==> src/hdl/hsv_pkg.sv <==
// shared constants and types for the hsv to rgb converter
`default_nettype none

package hsv_pkg;

    // hue field and derived widths
    localparam int HUE_BITS = 9;
    localparam int REM_BITS = 7;   // hue mod 120
    localparam int K_BITS   = 6;   // 60 minus distance, 0..60
    localparam int FT_BITS  = 7;   // small quotient of the second divide, 0..89

    // degrees in one sector
    localparam int SECTOR_DEG = 60;

    // 60-degree sector of the hue
    typedef logic [2:0] sector_t;

    localparam sector_t SEC_RY = 3'd0;  // red to yellow:    C, X, 0
    localparam sector_t SEC_YG = 3'd1;  // yellow to green:  X, C, 0
    localparam sector_t SEC_GC = 3'd2;  // green to cyan:    0, C, X
    localparam sector_t SEC_CB = 3'd3;  // cyan to blue:     0, X, C
    localparam sector_t SEC_BM = 3'd4;  // blue to magenta:  X, 0, C
    localparam sector_t SEC_MR = 3'd5;  // magenta to red:   C, 0, X

endpackage

`default_nettype wire

==> src/hdl/hsv_front.sv <==
// first stage: hue sector decode, weight for the intermediate and s*v product
`default_nettype none

module hsv_front #(
    parameter int CHANNEL_BITS = 8
) (
    input  logic                           aclk,
    input  logic                           aresetn,
    input  logic                           in_valid,
    output logic                           in_ready,
    input  logic [hsv_pkg::HUE_BITS-1:0]   hue,
    input  logic [CHANNEL_BITS-1:0]        saturation,
    input  logic [CHANNEL_BITS-1:0]        brightness,
    output logic                           out_valid,
    input  logic                           out_ready,
    output logic [2*CHANNEL_BITS-1:0]      prod,
    output hsv_pkg::sector_t               sector,
    output logic [hsv_pkg::K_BITS-1:0]     weight,
    output logic [CHANNEL_BITS-1:0]        val
);
    import hsv_pkg::*;

    localparam int N = CHANNEL_BITS;

    logic                 valid_reg;
    logic [2*N-1:0]       prod_reg;
    logic [2*N-1:0]       prod_next;
    sector_t              sector_reg;
    sector_t              sector_next;
    logic [K_BITS-1:0]    weight_reg;
    logic [K_BITS-1:0]    weight_next;
    logic [N-1:0]         val_reg;
    logic [HUE_BITS-1:0]  rem_wide;
    logic [REM_BITS-1:0]  rem;
    logic [REM_BITS-1:0]  hue_dist;
    logic [REM_BITS-1:0]  weight_wide;

    assign in_ready = !valid_reg || out_ready;

    // sector of the hue, anything from 300 up lands in the last one
    always_comb begin
        priority if (hue >= 9'd300) begin
            sector_next = SEC_MR;
        end else if (hue >= 9'd240) begin
            sector_next = SEC_BM;
        end else if (hue >= 9'd180) begin
            sector_next = SEC_CB;
        end else if (hue >= 9'd120) begin
            sector_next = SEC_GC;
        end else if (hue >= 9'd60) begin
            sector_next = SEC_YG;
        end else begin
            sector_next = SEC_RY;
        end
    end

    // hue mod 120 by picking the multiple to take off
    always_comb begin
        priority if (hue >= 9'd480) begin
            rem_wide = hue - 9'd480;
        end else if (hue >= 9'd360) begin
            rem_wide = hue - 9'd360;
        end else if (hue >= 9'd240) begin
            rem_wide = hue - 9'd240;
        end else if (hue >= 9'd120) begin
            rem_wide = hue - 9'd120;
        end else begin
            rem_wide = hue;
        end
    end

    // weight = 60 - |rem - 60|
    always_comb begin
        rem = rem_wide[REM_BITS-1:0];
        if (rem >= REM_BITS'(SECTOR_DEG)) begin
            hue_dist = rem - REM_BITS'(SECTOR_DEG);
        end else begin
            hue_dist = REM_BITS'(SECTOR_DEG) - rem;
        end
        weight_wide = REM_BITS'(SECTOR_DEG) - hue_dist;
        weight_next = weight_wide[K_BITS-1:0];
        prod_next   = (2*N)'(saturation) * (2*N)'(brightness);
    end

    always_ff @(posedge aclk) begin
        if (!aresetn) begin
            valid_reg <= 1'b0;
        end else if (in_ready) begin
            valid_reg <= in_valid;
        end
    end

    always_ff @(posedge aclk) begin
        if (in_ready && in_valid) begin
            prod_reg   <= prod_next;
            sector_reg <= sector_next;
            weight_reg <= weight_next;
            val_reg    <= brightness;
        end
    end

    assign out_valid = valid_reg;
    assign prod      = prod_reg;
    assign sector    = sector_reg;
    assign weight    = weight_reg;
    assign val       = val_reg;

endmodule

`default_nettype wire

==> src/hdl/hsv_div_full.sv <==
// two-stage divide by full scale (2^n - 1): shift estimate, then remainder correction
`default_nettype none

module hsv_div_full #(
    parameter int CHANNEL_BITS = 8,
    parameter int NUM_BITS     = 16,
    parameter int QUOT_BITS    = 8,
    parameter int SIDE_BITS    = 17
) (
    input  logic                    aclk,
    input  logic                    aresetn,
    input  logic                    in_valid,
    output logic                    in_ready,
    input  logic [NUM_BITS-1:0]     num,
    input  logic [SIDE_BITS-1:0]    side_in,
    output logic                    out_valid,
    input  logic                    out_ready,
    output logic [QUOT_BITS-1:0]    quot,
    output logic [CHANNEL_BITS-1:0] rem,
    output logic [SIDE_BITS-1:0]    side_out
);

    localparam int N       = CHANNEL_BITS;
    localparam int QE_BITS = NUM_BITS - N + 1;
    localparam int RE_BITS = N + 2;
    localparam logic [RE_BITS-1:0] FULL_R = RE_BITS'((1 << N) - 1);

    logic                  va_reg;
    logic                  vb_reg;
    logic                  rdy_a;
    logic                  rdy_b;
    logic [NUM_BITS:0]     sum_est;
    logic [NUM_BITS+1:0]   r_wide;
    logic [QE_BITS-1:0]    qe_next;
    logic [QE_BITS-1:0]    qe_reg;
    logic [RE_BITS-1:0]    re_next;
    logic [RE_BITS-1:0]    re_reg;
    logic [SIDE_BITS-1:0]  side_a_reg;
    logic [QE_BITS-1:0]    q_fix;
    logic [RE_BITS-1:0]    r_fix;
    logic [QUOT_BITS-1:0]  q_reg;
    logic [N-1:0]          r_reg;
    logic [SIDE_BITS-1:0]  side_b_reg;

    assign rdy_b    = !vb_reg || out_ready;
    assign rdy_a    = !va_reg || rdy_b;
    assign in_ready = rdy_a;

    // estimate x/(2^n-1) as (x + x>>n)>>n, low by at most one
    always_comb begin
        sum_est = {1'b0, num} + (NUM_BITS+1)'(num >> N);
        qe_next = sum_est[NUM_BITS:N];
        r_wide  = (NUM_BITS+2)'(num) + (NUM_BITS+2)'(qe_next)
                - ((NUM_BITS+2)'(qe_next) << N);
        re_next = r_wide[RE_BITS-1:0];
    end

    // pull the remainder back under full scale
    always_comb begin
        q_fix = qe_reg;
        r_fix = re_reg;
        for (int i = 0; i < 2; i++) begin
            if (r_fix >= FULL_R) begin
                r_fix = r_fix - FULL_R;
                q_fix = q_fix + 1'b1;
            end
        end
    end

    always_ff @(posedge aclk) begin
        if (!aresetn) begin
            va_reg <= 1'b0;
            vb_reg <= 1'b0;
        end else begin
            if (rdy_a) begin
                va_reg <= in_valid;
            end
            if (rdy_b) begin
                vb_reg <= va_reg;
            end
        end
    end

    always_ff @(posedge aclk) begin
        if (rdy_a && in_valid) begin
            qe_reg     <= qe_next;
            re_reg     <= re_next;
            side_a_reg <= side_in;
        end
        if (rdy_b && va_reg) begin
            q_reg      <= q_fix[QUOT_BITS-1:0];
            r_reg      <= r_fix[N-1:0];
            side_b_reg <= side_a_reg;
        end
    end

    assign out_valid = vb_reg;
    assign quot      = q_reg;
    assign rem       = r_reg;
    assign side_out  = side_b_reg;

endmodule

`default_nettype wire

==> src/hdl/hsv_div60.sv <==
// two-stage divide by 60 for the intermediate: reciprocal multiply, then one correction
`default_nettype none

module hsv_div60 #(
    parameter int CHANNEL_BITS = 8,
    parameter int SIDE_BITS    = 19
) (
    input  logic                          aclk,
    input  logic                          aresetn,
    input  logic                          in_valid,
    output logic                          in_ready,
    input  logic [CHANNEL_BITS+5:0]       coarse,
    input  logic [hsv_pkg::FT_BITS-1:0]   fine,
    input  logic [SIDE_BITS-1:0]          side_in,
    output logic                          out_valid,
    input  logic                          out_ready,
    output logic [CHANNEL_BITS-1:0]       mid,
    output logic [SIDE_BITS-1:0]          side_out
);
    import hsv_pkg::*;

    localparam int N      = CHANNEL_BITS;
    localparam int W_BITS = N + 6;
    localparam logic [N:0] RECIP = (N+1)'((1 << W_BITS) / SECTOR_DEG);

    logic                  va_reg;
    logic                  vb_reg;
    logic                  rdy_a;
    logic                  rdy_b;
    logic [W_BITS:0]       w_sum;
    logic [W_BITS-1:0]     w_next;
    logic [2*N+6:0]        w_prod;
    logic [W_BITS-1:0]     w_reg;
    logic [N:0]            qe_reg;
    logic [SIDE_BITS-1:0]  side_a_reg;
    logic [W_BITS:0]       q60;
    logic [W_BITS-1:0]     r60;
    logic [N:0]            q_fix;
    logic [N-1:0]          mid_reg;
    logic [SIDE_BITS-1:0]  side_b_reg;

    assign rdy_b    = !vb_reg || out_ready;
    assign rdy_a    = !va_reg || rdy_b;
    assign in_ready = rdy_a;

    // full quotient by full scale, then times the reciprocal of 60
    always_comb begin
        w_sum  = (W_BITS+1)'(coarse) + (W_BITS+1)'(fine);
        w_next = w_sum[W_BITS-1:0];
        w_prod = (2*N+7)'(w_next) * (2*N+7)'(RECIP);
    end

    // estimate is low by at most one
    always_comb begin
        q60   = (W_BITS+1)'(qe_reg) * (W_BITS+1)'(SECTOR_DEG);
        r60   = w_reg - q60[W_BITS-1:0];
        q_fix = qe_reg;
        if (r60 >= W_BITS'(SECTOR_DEG)) begin
            q_fix = qe_reg + 1'b1;
        end
    end

    always_ff @(posedge aclk) begin
        if (!aresetn) begin
            va_reg <= 1'b0;
            vb_reg <= 1'b0;
        end else begin
            if (rdy_a) begin
                va_reg <= in_valid;
            end
            if (rdy_b) begin
                vb_reg <= va_reg;
            end
        end
    end

    always_ff @(posedge aclk) begin
        if (rdy_a && in_valid) begin
            w_reg      <= w_next;
            qe_reg     <= w_prod[2*N+6:W_BITS];
            side_a_reg <= side_in;
        end
        if (rdy_b && va_reg) begin
            mid_reg    <= q_fix[N-1:0];
            side_b_reg <= side_a_reg;
        end
    end

    assign out_valid = vb_reg;
    assign mid       = mid_reg;
    assign side_out  = side_b_reg;

endmodule

`default_nettype wire

==> src/hdl/hsv_mix.sv <==
// output stage: place chroma and intermediate by sector, add the offset
`default_nettype none

module hsv_mix #(
    parameter int CHANNEL_BITS = 8
) (
    input  logic                    aclk,
    input  logic                    aresetn,
    input  logic                    in_valid,
    output logic                    in_ready,
    input  hsv_pkg::sector_t        sector,
    input  logic [CHANNEL_BITS-1:0] val,
    input  logic [CHANNEL_BITS-1:0] chroma,
    input  logic [CHANNEL_BITS-1:0] mid,
    output logic                    out_valid,
    input  logic                    out_ready,
    output logic [CHANNEL_BITS-1:0] red,
    output logic [CHANNEL_BITS-1:0] green,
    output logic [CHANNEL_BITS-1:0] blue
);
    import hsv_pkg::*;

    localparam int N = CHANNEL_BITS;

    logic         valid_reg;
    logic [N-1:0] base;
    logic [N-1:0] r_raw;
    logic [N-1:0] g_raw;
    logic [N-1:0] b_raw;
    logic [N-1:0] red_reg;
    logic [N-1:0] green_reg;
    logic [N-1:0] blue_reg;

    assign in_ready = !valid_reg || out_ready;
    assign base     = val - chroma;

    // channel placement per sector
    always_comb begin
        unique case (sector)
            SEC_RY: begin
                r_raw = chroma; g_raw = mid;    b_raw = '0;
            end
            SEC_YG: begin
                r_raw = mid;    g_raw = chroma; b_raw = '0;
            end
            SEC_GC: begin
                r_raw = '0;     g_raw = chroma; b_raw = mid;
            end
            SEC_CB: begin
                r_raw = '0;     g_raw = mid;    b_raw = chroma;
            end
            SEC_BM: begin
                r_raw = mid;    g_raw = '0;     b_raw = chroma;
            end
            SEC_MR: begin
                r_raw = chroma; g_raw = '0;     b_raw = mid;
            end
            default: begin
                r_raw = '0;     g_raw = '0;     b_raw = '0;
            end
        endcase
    end

    always_ff @(posedge aclk) begin
        if (!aresetn) begin
            valid_reg <= 1'b0;
        end else if (in_ready) begin
            valid_reg <= in_valid;
        end
    end

    always_ff @(posedge aclk) begin
        if (in_ready && in_valid) begin
            red_reg   <= r_raw + base;
            green_reg <= g_raw + base;
            blue_reg  <= b_raw + base;
        end
    end

    assign out_valid = valid_reg;
    assign red       = red_reg;
    assign green     = green_reg;
    assign blue      = blue_reg;

endmodule

`default_nettype wire

==> src/hdl/hsv_to_rgb_converter.sv <==
// HSV to RGB colour converter: one colour per beat, nine pipeline stages.
//
// Input stream (s_*): one beat per colour, tdata holds hue (9 bits, whole degrees),
// then saturation and value (CHANNEL_BITS each, all ones means 1.0), zero padded
// to whole bytes. Output stream (m_*): one beat per colour with red, green and
// blue, CHANNEL_BITS each, zero padded to whole bytes.
//
// Throughput is one colour per clock while m_tready is high. From input beat to
// output beat: one stage for sector decode and the s*v product, two for the
// divide by full scale of the chroma, one for the weight multiplies, two for the
// divide by full scale of the intermediate, two for the divide by 60 and one
// for the channel mix, which is also the output register.
//
// Every stage carries its own valid bit and moves on when the next stage is
// empty or moving, so bubbles close up. When the receiver holds m_tready low,
// the pipeline keeps filling until all nine stages hold a colour, then drops
// s_tready; nothing is lost or repeated. Reset empties all stages; the output
// is invalid in the cycle after reset.
`default_nettype none

module hsv_to_rgb_converter #(
    parameter  int CHANNEL_BITS = 8,
    localparam int S_TDATA_BITS = ((hsv_pkg::HUE_BITS + 2*CHANNEL_BITS + 7) / 8) * 8,
    localparam int M_TDATA_BITS = ((3*CHANNEL_BITS + 7) / 8) * 8
) (
    input  logic                    aclk,
    input  logic                    aresetn,
    input  logic                    s_tvalid,
    output logic                    s_tready,
    input  logic [S_TDATA_BITS-1:0] s_tdata,   // hue, saturation, brightness
    output logic                    m_tvalid,
    input  logic                    m_tready,
    output logic [M_TDATA_BITS-1:0] m_tdata    // red, green, blue
);
    import hsv_pkg::*;

    localparam int N          = CHANNEL_BITS;
    localparam int T_BITS     = N + 7;
    localparam int QCK_BITS   = N + 6;
    localparam int SIDE1_BITS = 3 + K_BITS + N;
    localparam int SIDE2_BITS = 3 + 2*N + QCK_BITS;
    localparam int SIDE3_BITS = 3 + 2*N;
    localparam logic [N-1:0]      HALF_UP  = N'(1 << (N - 1));
    localparam logic [T_BITS-1:0] HALF_DEN = T_BITS'(30 * ((1 << N) - 1));

    // input fields
    logic [HUE_BITS-1:0] in_hue;
    logic [N-1:0]        in_sat;
    logic [N-1:0]        in_val;

    // front stage
    logic                f_valid;
    logic                f_ready;
    logic [2*N-1:0]      f_prod;
    sector_t             f_sector;
    logic [K_BITS-1:0]   f_weight;
    logic [N-1:0]        f_val;

    // chroma divide
    logic                d1_valid;
    logic                d1_ready;
    logic [N-1:0]        d1_quot;
    logic [N-1:0]        d1_rem;
    logic [SIDE1_BITS-1:0] d1_side_in;
    logic [SIDE1_BITS-1:0] d1_side_out;
    sector_t             d1_sector;
    logic [K_BITS-1:0]   d1_weight;
    logic [N-1:0]        d1_val;

    // weight multiply stage
    logic                wm_valid_reg;
    logic                wm_ready;
    logic [T_BITS-1:0]   t_reg;
    logic [T_BITS-1:0]   t_next;
    logic [QCK_BITS-1:0] qck_reg;
    logic [QCK_BITS-1:0] qck_next;
    logic [N-1:0]        chroma_reg;
    logic [N:0]          chroma_wide;
    sector_t             wm_sector_reg;
    logic [N-1:0]        wm_val_reg;

    // intermediate divide by full scale
    logic                d2_valid;
    logic                d2_ready;
    logic [FT_BITS-1:0]  d2_quot;
    logic [SIDE2_BITS-1:0] d2_side_in;
    logic [SIDE2_BITS-1:0] d2_side_out;
    logic [QCK_BITS-1:0] d2_qck;
    logic [SIDE3_BITS-1:0] d2_keep;

    // divide by 60
    logic                d3_valid;
    logic                d3_ready;
    logic [N-1:0]        d3_mid;
    logic [SIDE3_BITS-1:0] d3_side_out;
    sector_t             d3_sector;
    logic [N-1:0]        d3_val;
    logic [N-1:0]        d3_chroma;

    // output channels
    logic [N-1:0]        out_red;
    logic [N-1:0]        out_green;
    logic [N-1:0]        out_blue;

    assign in_hue = s_tdata[HUE_BITS-1:0];
    assign in_sat = s_tdata[HUE_BITS+N-1:HUE_BITS];
    assign in_val = s_tdata[HUE_BITS+2*N-1:HUE_BITS+N];

    hsv_front #(
        .CHANNEL_BITS (N)
    ) u_front (
        .aclk       (aclk),
        .aresetn    (aresetn),
        .in_valid   (s_tvalid),
        .in_ready   (s_tready),
        .hue        (in_hue),
        .saturation (in_sat),
        .brightness (in_val),
        .out_valid  (f_valid),
        .out_ready  (f_ready),
        .prod       (f_prod),
        .sector     (f_sector),
        .weight     (f_weight),
        .val        (f_val)
    );

    // s*v by full scale gives floor and remainder of the chroma
    assign d1_side_in = {f_sector, f_weight, f_val};

    hsv_div_full #(
        .CHANNEL_BITS (N),
        .NUM_BITS     (2*N),
        .QUOT_BITS    (N),
        .SIDE_BITS    (SIDE1_BITS)
    ) u_div_chroma (
        .aclk      (aclk),
        .aresetn   (aresetn),
        .in_valid  (f_valid),
        .in_ready  (f_ready),
        .num       (f_prod),
        .side_in   (d1_side_in),
        .out_valid (d1_valid),
        .out_ready (d1_ready),
        .quot      (d1_quot),
        .rem       (d1_rem),
        .side_out  (d1_side_out)
    );

    assign {d1_sector, d1_weight, d1_val} = d1_side_out;

    // rounded chroma, and the intermediate split as floor*weight plus remainder part
    assign d1_ready = !wm_valid_reg || wm_ready;

    always_comb begin
        chroma_wide = (N+1)'(d1_quot) + (N+1)'(d1_rem >= HALF_UP);
        t_next      = T_BITS'(d1_rem) * T_BITS'(d1_weight) + HALF_DEN;
        qck_next    = QCK_BITS'(d1_quot) * QCK_BITS'(d1_weight);
    end

    always_ff @(posedge aclk) begin
        if (!aresetn) begin
            wm_valid_reg <= 1'b0;
        end else if (d1_ready) begin
            wm_valid_reg <= d1_valid;
        end
    end

    always_ff @(posedge aclk) begin
        if (d1_ready && d1_valid) begin
            t_reg         <= t_next;
            qck_reg       <= qck_next;
            chroma_reg    <= chroma_wide[N-1:0];
            wm_sector_reg <= d1_sector;
            wm_val_reg    <= d1_val;
        end
    end

    // remainder part of the intermediate by full scale
    assign d2_side_in = {wm_sector_reg, wm_val_reg, chroma_reg, qck_reg};

    hsv_div_full #(
        .CHANNEL_BITS (N),
        .NUM_BITS     (T_BITS),
        .QUOT_BITS    (FT_BITS),
        .SIDE_BITS    (SIDE2_BITS)
    ) u_div_mid (
        .aclk      (aclk),
        .aresetn   (aresetn),
        .in_valid  (wm_valid_reg),
        .in_ready  (wm_ready),
        .num       (t_reg),
        .side_in   (d2_side_in),
        .out_valid (d2_valid),
        .out_ready (d2_ready),
        .quot      (d2_quot),
        .rem       (),
        .side_out  (d2_side_out)
    );

    assign {d2_keep, d2_qck} = d2_side_out;

    hsv_div60 #(
        .CHANNEL_BITS (N),
        .SIDE_BITS    (SIDE3_BITS)
    ) u_div60 (
        .aclk      (aclk),
        .aresetn   (aresetn),
        .in_valid  (d2_valid),
        .in_ready  (d2_ready),
        .coarse    (d2_qck),
        .fine      (d2_quot),
        .side_in   (d2_keep),
        .out_valid (d3_valid),
        .out_ready (d3_ready),
        .mid       (d3_mid),
        .side_out  (d3_side_out)
    );

    assign {d3_sector, d3_val, d3_chroma} = d3_side_out;

    hsv_mix #(
        .CHANNEL_BITS (N)
    ) u_mix (
        .aclk      (aclk),
        .aresetn   (aresetn),
        .in_valid  (d3_valid),
        .in_ready  (d3_ready),
        .sector    (d3_sector),
        .val       (d3_val),
        .chroma    (d3_chroma),
        .mid       (d3_mid),
        .out_valid (m_tvalid),
        .out_ready (m_tready),
        .red       (out_red),
        .green     (out_green),
        .blue      (out_blue)
    );

    assign m_tdata = M_TDATA_BITS'({out_blue, out_green, out_red});

endmodule

`default_nettype wire
==> config.mk <==
export PLATFORM = sky130hd
export DESIGN_NAME = hsv_to_rgb_converter
export DESIGN_NICKNAME = d
export VERILOG_FILES = /design/src/hdl/hsv_pkg.sv /design/src/hdl/hsv_front.sv /design/src/hdl/hsv_div_full.sv /design/src/hdl/hsv_div60.sv /design/src/hdl/hsv_mix.sv /design/src/hdl/hsv_to_rgb_converter.sv
export SDC_FILE = /design/constraint.sdc
export NUM_CORES = 1
export LEC_CHECK = 0
export BUFFER_PORTS_ARGS = -buffer_cell sky130_fd_sc_hd__buf_2
export CORE_MARGIN = 2
export CORE_UTILIZATION = 50
export DETAILED_ROUTE_END_ITERATION = 6
export GPL_TIMING_DRIVEN = 1
export PLACE_DENSITY = 0.66
export SYNTH_ARGS = -nofsm -noshare
export SYNTH_HDL_FRONTEND = slang
export SYNTH_SLANG_ARGS = --single-unit
==> constraint.sdc <==
create_clock -name aclk -period 16.84 [get_ports aclk]
set_clock_uncertainty 0.2 [all_clocks]
set_input_delay 5.052 -clock aclk [delete_from_list [all_inputs] [get_ports aclk]]
set_output_delay 5.052 -clock aclk [all_outputs]
set_load 0.05 [all_outputs]
==> impl_metrics.ini, run 1 <==
[route]
wl_met2_mm = 19.4
wl_mm = 37.8
dr_total_vias = 13836
wire_per_inst_um = 14.1
dr_wl_met3_mm = 1.16
highest_layer = met4
wl_met1_mm = 16.4
drcViolationCount = 0
ant_nets = 0
first_iter_violations = 487
vias_per_cell = 5.16
dr.pass1.iters = 6

[synthesis]
async_flop_share_pct = 0
syn_inst = 1986
yosysWarnings = 0
synth_ff_type = edfxtp_1
yosys-top-cells-area = edfxtp_1 (43%), ha_1 (15%), fa_1 (9.6%)
synth_edf_count = 330
syn_nets = 2405
synth_common_cells = edfxtp_1 (330), ha_1 (273), inv_1 (261), nand2_1 (178), xnor2_1 (137)
yosys.area.top_type = edfxtp_1
netlist.area_leader.share_pct = 43.3
ys_seq_area_share_pct = 44.0
synth-seq-cells = 339
yosysMostFrequentCell = edfxtp_1
synthDistinctLibCells = 74
syn_area_um2 = 22900
syn-mean-instance-area_um2 = 11.5

[pwr]
switching_share_pct = 31.6
power_density_nw_per_um2 = 117
comb_power_share_pct = 34.8
clkPwrFrac_pct = 26.9
seq_power_share_pct = 38.3
ir_drop_v = 0.0000699
p_int_mw = 2.01
report.power.total_mw = 2.95
p_leak_nw = 10.7
power.net_switching_mw = 0.932

[placement]
dpl_cell_area_um2 = 23900
place_inst = 2616
pre_cts_ws_ps = 4190
port_buffers = 54
hpwl_mm = 29.4
routabilityCongestion = 0.852

[critical_path]
cp_max_fo = 6
worst-endpoint-required_ps = 11590
critPathKind = in -> out
arrival_ps = 7380
critical_path.startpoint_type = input port
end_kind = output port

[timing]
setup_violations = 0
fin_crit_ps = 12630
finalCritPeriodShare_pct = 75.0
setup_tns_ps = 0
rsz0062_at_grt = no
finalHoldWorstSlack_ps = 207
final_max_slew_viol_count = 0
fin_ws_ps = 4210
tightest_slew_ps = 1170
hold_viol_final = 0
slew_headroom_pct = 21.5
fmax_ghz = 0.0792

[cts]
cts_tree = yes
insertion_delay_ps = 550
cts_hold_buf = 0
post_cts_resize_count = 0
cts.clk_slew.worst_paths_ps = 60
cts_buffer_depth = 3
cts-root-buf = clkbuf_16
cts_buffers = 37
postCtsSetupRepairBufs = 0
clkSinkCount = 339
h-tree-depth = 2

[layout]
layout.cells.non_filler = 2683
syn_to_final_growth_pct = 9.65
multi_input_area_um2 = 11800
final_area_um2 = 25100
utilization_pct = 55.5
nNetsFinal = 2474
regArea_um2 = 10100
final_layout_size_suffix_gt1_share_pct = 6.82
fill_cells = 3832

[global_routing]
grt_pass1_vias = 14091
grt_overflow_total = 0
grtUsageTotal_pct = 16.8
grt_max_degree = 51
grt_pass1_wl_mm = 65.6
antenna_found_initial = 0

[run_status]
status = finished, final reports clean

[floorplan]
pin_count = 62
die_w_um = 218
core_area_um2 = 45300
fp.dieH_um = 218
die_area_um2 = 47600
initial_core_util_pct = 50.6
num_rows = 78

[min_path]
holdCritPathClass = reg -> reg

[flow_run]
drv_cap = 0
==> layout make-up <==
class | count | share of cell area, %
timing repair buffer | 58 | 1.20
sequential | 339 | 40.2
clock inverter | 21 | 0.901
antenna | 1 | 0.00996
clock buffer | 45 | 3.93
multi-input combinational | 1358 | 46.9
inverter | 261 | 3.90
tap | 600 | 2.99
==> worst max-delay path, cell delays in order <==
cell,delay (ps)
buf_2,90
nor2b_1,310
and3_1,310
and2_0,520
nand3_1,160
nor2_1,510
nand3_1,170
buf_2,240
==> power groups by stage <==
stage / sequential [mW] / combinational [mW] / clock (mW)
after floorplan: 1.12 / 0.858 / 0
after global placement: 1.14 / 1.02 / 0
after detailed placement: 1.14 / 1.04 / 0
after CTS: 1.13 / 1.05 / 0.819
after global routing: 1.14 / 1.20 / 0.851
final: 1.13 / 1.03 / 0.793
==> routing by layer <==
layer	vias up	GRT usage [%]
met5	-	0
met3	46	2.29
met4	0	5.15
met1	6644	20.9
met2	171	30.1
li1	6975	-
==> cell usage in the layout (no fill, tap or decap), types with 11 or more instances in the layout <==
cell type	instances
o21ai_0	35
fa_1	110
o21bai_1	26
nor3_1	25
inv_1	261
ha_1	273
xnor2_1	137
a21oi_1	99
and2_1	89
nor2b_1	23
edfxtp_1	330
o21a_1	13
xor2_1	57
nor2_1	69
buf_2	54
mux2i_1	14
a21o_1	27
clkbuf_16	38
nand2_1	178
nand3_1	29
nand2b_1	11
==> logic make-up (layout without fill, tap and decap cells) <==
| kind of cell | count (synthesis) | count (layout) | share of synthesized area, % |
|---|---|---|---|
| compound gates | 286 | 286 | 8.07 |
| xor+xnor | 194 | 194 | 7.42 |
| fa+ha+maj | 383 | 383 | 24.5 |
| buf+inv | 289 | 385 | 4.85 |
| flops | 339 | 339 | 44.0 |
| mux | 17 | 17 | 0.759 |
| other cells | 0 | 1 | 0 |
| simple gates | 478 | 478 | 10.3 |
==> worst paths after layout <==
path	startpoint	slack (ps)	cells past startpoint	endpoint
setup / recovery	m_tready	4210	8	s_tready
hold / removal	qck_reg[13]$_DFFE_PP_	210	0	u_div_mid.side_a_reg[13]$_DFFE_PP_
setup reg to reg	u_div_mid.quot[0]$_DFFE_PP_	10570	24	u_div60.qe_reg[8]$_DFFE_PP_
hold reg to reg	qck_reg[13]$_DFFE_PP_	210	0	u_div_mid.side_a_reg[13]$_DFFE_PP_
No activity file was read; power rests on OpenSTA's default activity.
==> run 2: changes to the inputs <==
Settings changed: PLACE_DENSITY 0.66 to 0.69.
Clock period 16.84 ns to 11.4 ns, I/O delays scaled along.
==> run 2 against run 1 <==
Die area unchanged. Clock power increased by 48%. Global-route usage about the same. Utilization about the same. Non-clock buffer count unchanged. Register-to-register slack got worse by 5500 ps. Via count increased by 1.4%. Combinational power increased by 50%. Setup slack got worse by 2200 ps. Cell count about the same. Total power increased by 49%. Largest cell class unchanged.
==> impl_metrics.ini, run 2 (synthesis gave the netlist of run 1 again) <==
[run_status]
status = finished, final reports clean

[placement]
pre_cts_ws_ps = 2060
place_inst = 2616
port_buffers = 54
routabilityCongestion = 0.844
hpwl_mm = 29.3

[cts]
postCtsSetupRepairBufs = 0
cts_hold_buf = 0
clkSinkCount = 339
cts_buffer_depth = 3
cts_buffers = 37
post_cts_resize_count = 0
cts.clk_slew.worst_paths_ps = 60
h-tree-depth = 2
cts-root-buf = clkbuf_16
insertion_delay_ps = 550
cts_tree = yes

[pwr]
ir_drop_v = 0.0000908
p_leak_nw = 10.7
report.power.total_mw = 4.38
power.net_switching_mw = 1.40
seq_power_share_pct = 38.1
p_int_mw = 2.97
clkPwrFrac_pct = 26.7
power_density_nw_per_um2 = 174
switching_share_pct = 32.1
comb_power_share_pct = 35.2

[layout]
mostFrequentLayoutCells = edfxtp_1 (330), ha_1 (273), inv_1 (261)
layout.cells.non_filler = 2681
utilization_pct = 55.5
antenna_cells = 0
final_common_cell = edfxtp_1
syn_to_final_growth_pct = 9.61
nNetsFinal = 2474
final_layout_size_suffix_gt1_share_pct = 7.06

[global_routing]
antenna_found_initial = 0
grt_pass1_wl_mm = 66.0
grt_max_degree = 51
grtUsageTotal_pct = 16.8
grt_overflow_total = 0
grt_pass1_vias = 14555

[min_path]
holdCritPathClass = reg -> reg
hp-start = u_div_mid.side_a_reg[10]$_DFFE_PP_

[critical_path]
critPathKind = in -> out
critical_path.startpoint_type = input port
critPathLaunch = m_tready
cp_max_fo = 6
end_kind = output port
arrival_ps = 5770
worst-endpoint-required_ps = 7780
reg2reg_from = u_div_mid.quot[0]$_DFFE_PP_

[timing]
fin_ws_ps = 2010
hold_viol_final = 0
fmax_ghz = 0.107
finalCritPeriodShare_pct = 82.4
tightest_slew_ps = 1220
rsz0062_at_grt = no
slew_headroom_pct = 18.1
final_max_slew_viol_count = 0
setup_violations = 0
fin_crit_ps = 9390
setup_tns_ps = 0

[route]
wire_per_inst_um = 14.2
dr.pass1.iters = 5
vias_per_cell = 5.24
drcViolationCount = 0
dr_total_vias = 14036
wl_mm = 38.1
first_iter_violations = 607
ant_nets = 0

[floorplan]
die_w_um = 218
pin_count = 62
initial_core_util_pct = 50.6
fp.dieH_um = 218
die_area_um2 = 47600
core_area_um2 = 45300
num_rows = 78

[flow_run]
drv_cap = 0
run 2: path summary, 6_finish.rpt:
check	endpoint	slack, ps	depth (start not counted)
worst min-delay path	u_div_mid.side_out[10]$_DFFE_PP_	200	0
worst max-delay path	s_tready	2010	8
worst min register to register	u_div_mid.side_out[10]$_DFFE_PP_	200	0
worst max register to register	u_div60.qe_reg[8]$_DFFE_PP_	5060	24
run 2: stage by stage:
stage               hold WS, ps  instance area (µm²)
global route                218                25100
detailed placement          205                23900
CTS                         202                25100
floorplan                   200                22900
finish                      203                25100
global placement            201                23900
run 2: layout make-up:
| type | instances | area [µm²] |
|---|---|---|
| Multi-Input combinational cell | 1358 | 11800 |
| Fill cell | 3832 | 20200 |
| Sequential cell | 339 | 10100 |
| Clock inverter | 24 | 244 |
| Timing Repair Buffer | 58 | 300 |
| Inverter | 261 | 980 |
| Tap cell | 600 | 751 |
| Clock buffer | 41 | 962 |
run 2: layer usage:
metal  part of all wire (%)  GRT usage [%]
met1                     43           20.4
met2                     52           30.6
met3                    2.9           2.26
met4                    2.2           5.46
met5                      0              0
run 2: power by group through the flow:
stage,Combinational (mW),Sequential (mW),Clock (mW)
floorplan,1.27,1.65,0
global placement,1.50,1.69,0
detailed placement,1.54,1.69,0
CTS,1.56,1.66,1.21
global route,1.78,1.68,1.25
finish,1.54,1.67,1.17
run 2: worst max-delay path, stage by stage:
cell	delay (ps)
buf_2	90
nor2b_1	300
and3_1	300
and2_0	520
nand3_1	170
nor2_1	540
nand3_1	170
buf_2	250
==> run 3: changes to the inputs <==
Settings changed: PLACE_DENSITY 0.69 to 0.66.
Clock period 11.4 ns to 8.7 ns, I/O delays scaled along.
==> run 3 against run 2 <==
Cell count about the same. Sequential cell count unchanged. Highest routed layer unchanged. Hold slack better by 2.8 ps. Register-to-register slack got worse by 2700 ps. Sequential power increased by 31%. Critical path type unchanged.
==> impl_metrics.ini, run 3 (synthesis gave the netlist of run 1 again) <==
[timing]
finalCritPeriodShare_pct = 89.2
fin_crit_ps = 7760
rsz0062_at_grt = no
finalHoldWorstSlack_ps = 206
final_max_slew_viol_count = 0
setup_violations = 0
hold_viol_final = 0
tightest_slew_ps = 1170
fin_ws_ps = 941
slew_headroom_pct = 21.9
setup_tns_ps = 0
fmax_ghz = 0.129

[layout]
utilization_pct = 55.2
layout.cells.non_filler = 2679
syn_to_final_growth_pct = 9.20
final_area_um2 = 25000
final_common_cell = edfxtp_1
final_layout_size_suffix_gt1_share_pct = 6.69
antenna_cells = 0
nNetsFinal = 2473
mostFrequentLayoutCells = edfxtp_1 (330), ha_1 (273), inv_1 (261)

[cts]
insertion_delay_ps = 540
postCtsSetupRepairBufs = 0
clkSinkCount = 339
h-tree-depth = 2
cts_buffer_depth = 3
cts.clk_slew.worst_paths_ps = 60
cts_buffers = 36
cts_hold_buf = 0
post_cts_resize_count = 0
cts-root-buf = clkbuf_16
cts_tree = yes

[critical_path]
path_cells = buf_2 > nor2b_1 > and3_1 > and2_0 > nand3_1 > nor2_1 > nand3_1 > buf_2
ff2ff_setup_slack_ps = 2370
end_kind = output port
cp_max_fo = 6
critPathLaunch = m_tready
reg2reg_from = u_div_mid.quot[0]$_DFFE_PP_
arrival_ps = 4950
cpPeakStageDelay_ps = 540
slowest_stage = and2_0
critical_path.startpoint_type = input port
critPathKind = in -> out
ff2ff_path_depth = 24
worst-endpoint-required_ps = 5890
crit_end = s_tready
r2r_end = u_div60.qe_reg[8]$_DFFE_PP_

[floorplan]
core_area_um2 = 45300
pin_count = 62
initial_core_util_pct = 50.6
die_w_um = 218
fp.dieH_um = 218
num_rows = 78
die_area_um2 = 47600

[route]
vias_per_cell = 5.20
first_iter_violations = 558
dr_total_vias = 13937
dr.pass1.iters = 5
wl_mm = 38.0
drcViolationCount = 0
ant_nets = 0
wire_per_inst_um = 14.2

[pwr]
ir_drop_v = 0.000141
power_density_nw_per_um2 = 225
switching_share_pct = 32.1
p_int_mw = 3.82
seq_power_share_pct = 38.7
clkPwrFrac_pct = 25.7
p_leak_nw = 10.6
comb_power_share_pct = 35.6
report.power.total_mw = 5.63
power.net_switching_mw = 1.81

[placement]
place_inst = 2616
port_buffers = 54
pre_cts_ws_ps = 969
routabilityCongestion = 0.846
dpl_cell_area_um2 = 23900
hpwl_mm = 29.5

[run_status]
status = finished, final reports clean

[flow_run]
drv_cap = 0

[global_routing]
grtUsageTotal_pct = 16.8
grt_pass1_vias = 14403
grt_max_degree = 51
grt_pass1_wl_mm = 65.7
grt_overflow_total = 0
antenna_found_initial = 0

[min_path]
holdCritPathClass = reg -> reg
-- run 3: critical path: cells and delay by family --
kind                   cells  cell delay, ps
buffers and inverters      2             330
and+or+nand+nor            6            1990
-- run 3: layout make-up --
cell class | instances | area, µm²
multi-input combinational | 1358 | 11800
clock inverter | 19 | 180
clock buffer | 44 | 931
inverter | 261 | 980
sequential | 339 | 10100
tap | 600 | 751
timing repair buffer | 58 | 300
fill | 3853 | 20300
-- run 3: routing by layer --
| metal | up-vias | track usage [%] | share of wire [%] |
|---|---|---|---|
| li1 | 6977 | - | - |
| met1 | 6665 | 20.7 | 43 |
| met2 | 227 | 30.1 | 51 |
| met3 | 68 | 2.69 | 3.6 |
| met4 | 0 | 4.90 | 2.4 |
| met5 | - | 0 | 0 |
-- run 3: how the worst min path moves through the flow --
stage                                                start                                     to  cells past startpoint
final                                qck_reg[11]$_DFFE_PP_     u_div_mid.side_a_reg[11]$_DFFE_PP_                      0
after global routing      u_div_mid.side_out[26]$_DFFE_PP_       u_div60.side_a_reg[12]$_DFFE_PP_                      0
after CTS                            qck_reg[11]$_DFFE_PP_     u_div_mid.side_a_reg[11]$_DFFE_PP_                      0
after detailed placement  u_div_mid.side_out[16]$_DFFE_PP_        u_div60.side_a_reg[2]$_DFFE_PP_                      0
after global placement         u_front.weight[4]$_DFFE_PP_  u_div_chroma.side_a_reg[12]$_DFFE_PP_                      0
after floorplan           u_div_mid.side_out[14]$_DFFE_PP_        u_div60.side_a_reg[0]$_DFFE_PP_                      0
-- run 3: power by group through the flow --
stage          clock (mW)  sequential [mW]  combinational [mW]
3_3_place_gp            0             2.21                1.97
4_1_cts              1.49             2.18                2.05
2_1_floorplan           0             2.16                1.66
3_5_place_dp            0             2.22                2.02
5_1_grt              1.55             2.20                2.32
6_report             1.45             2.18                2.00
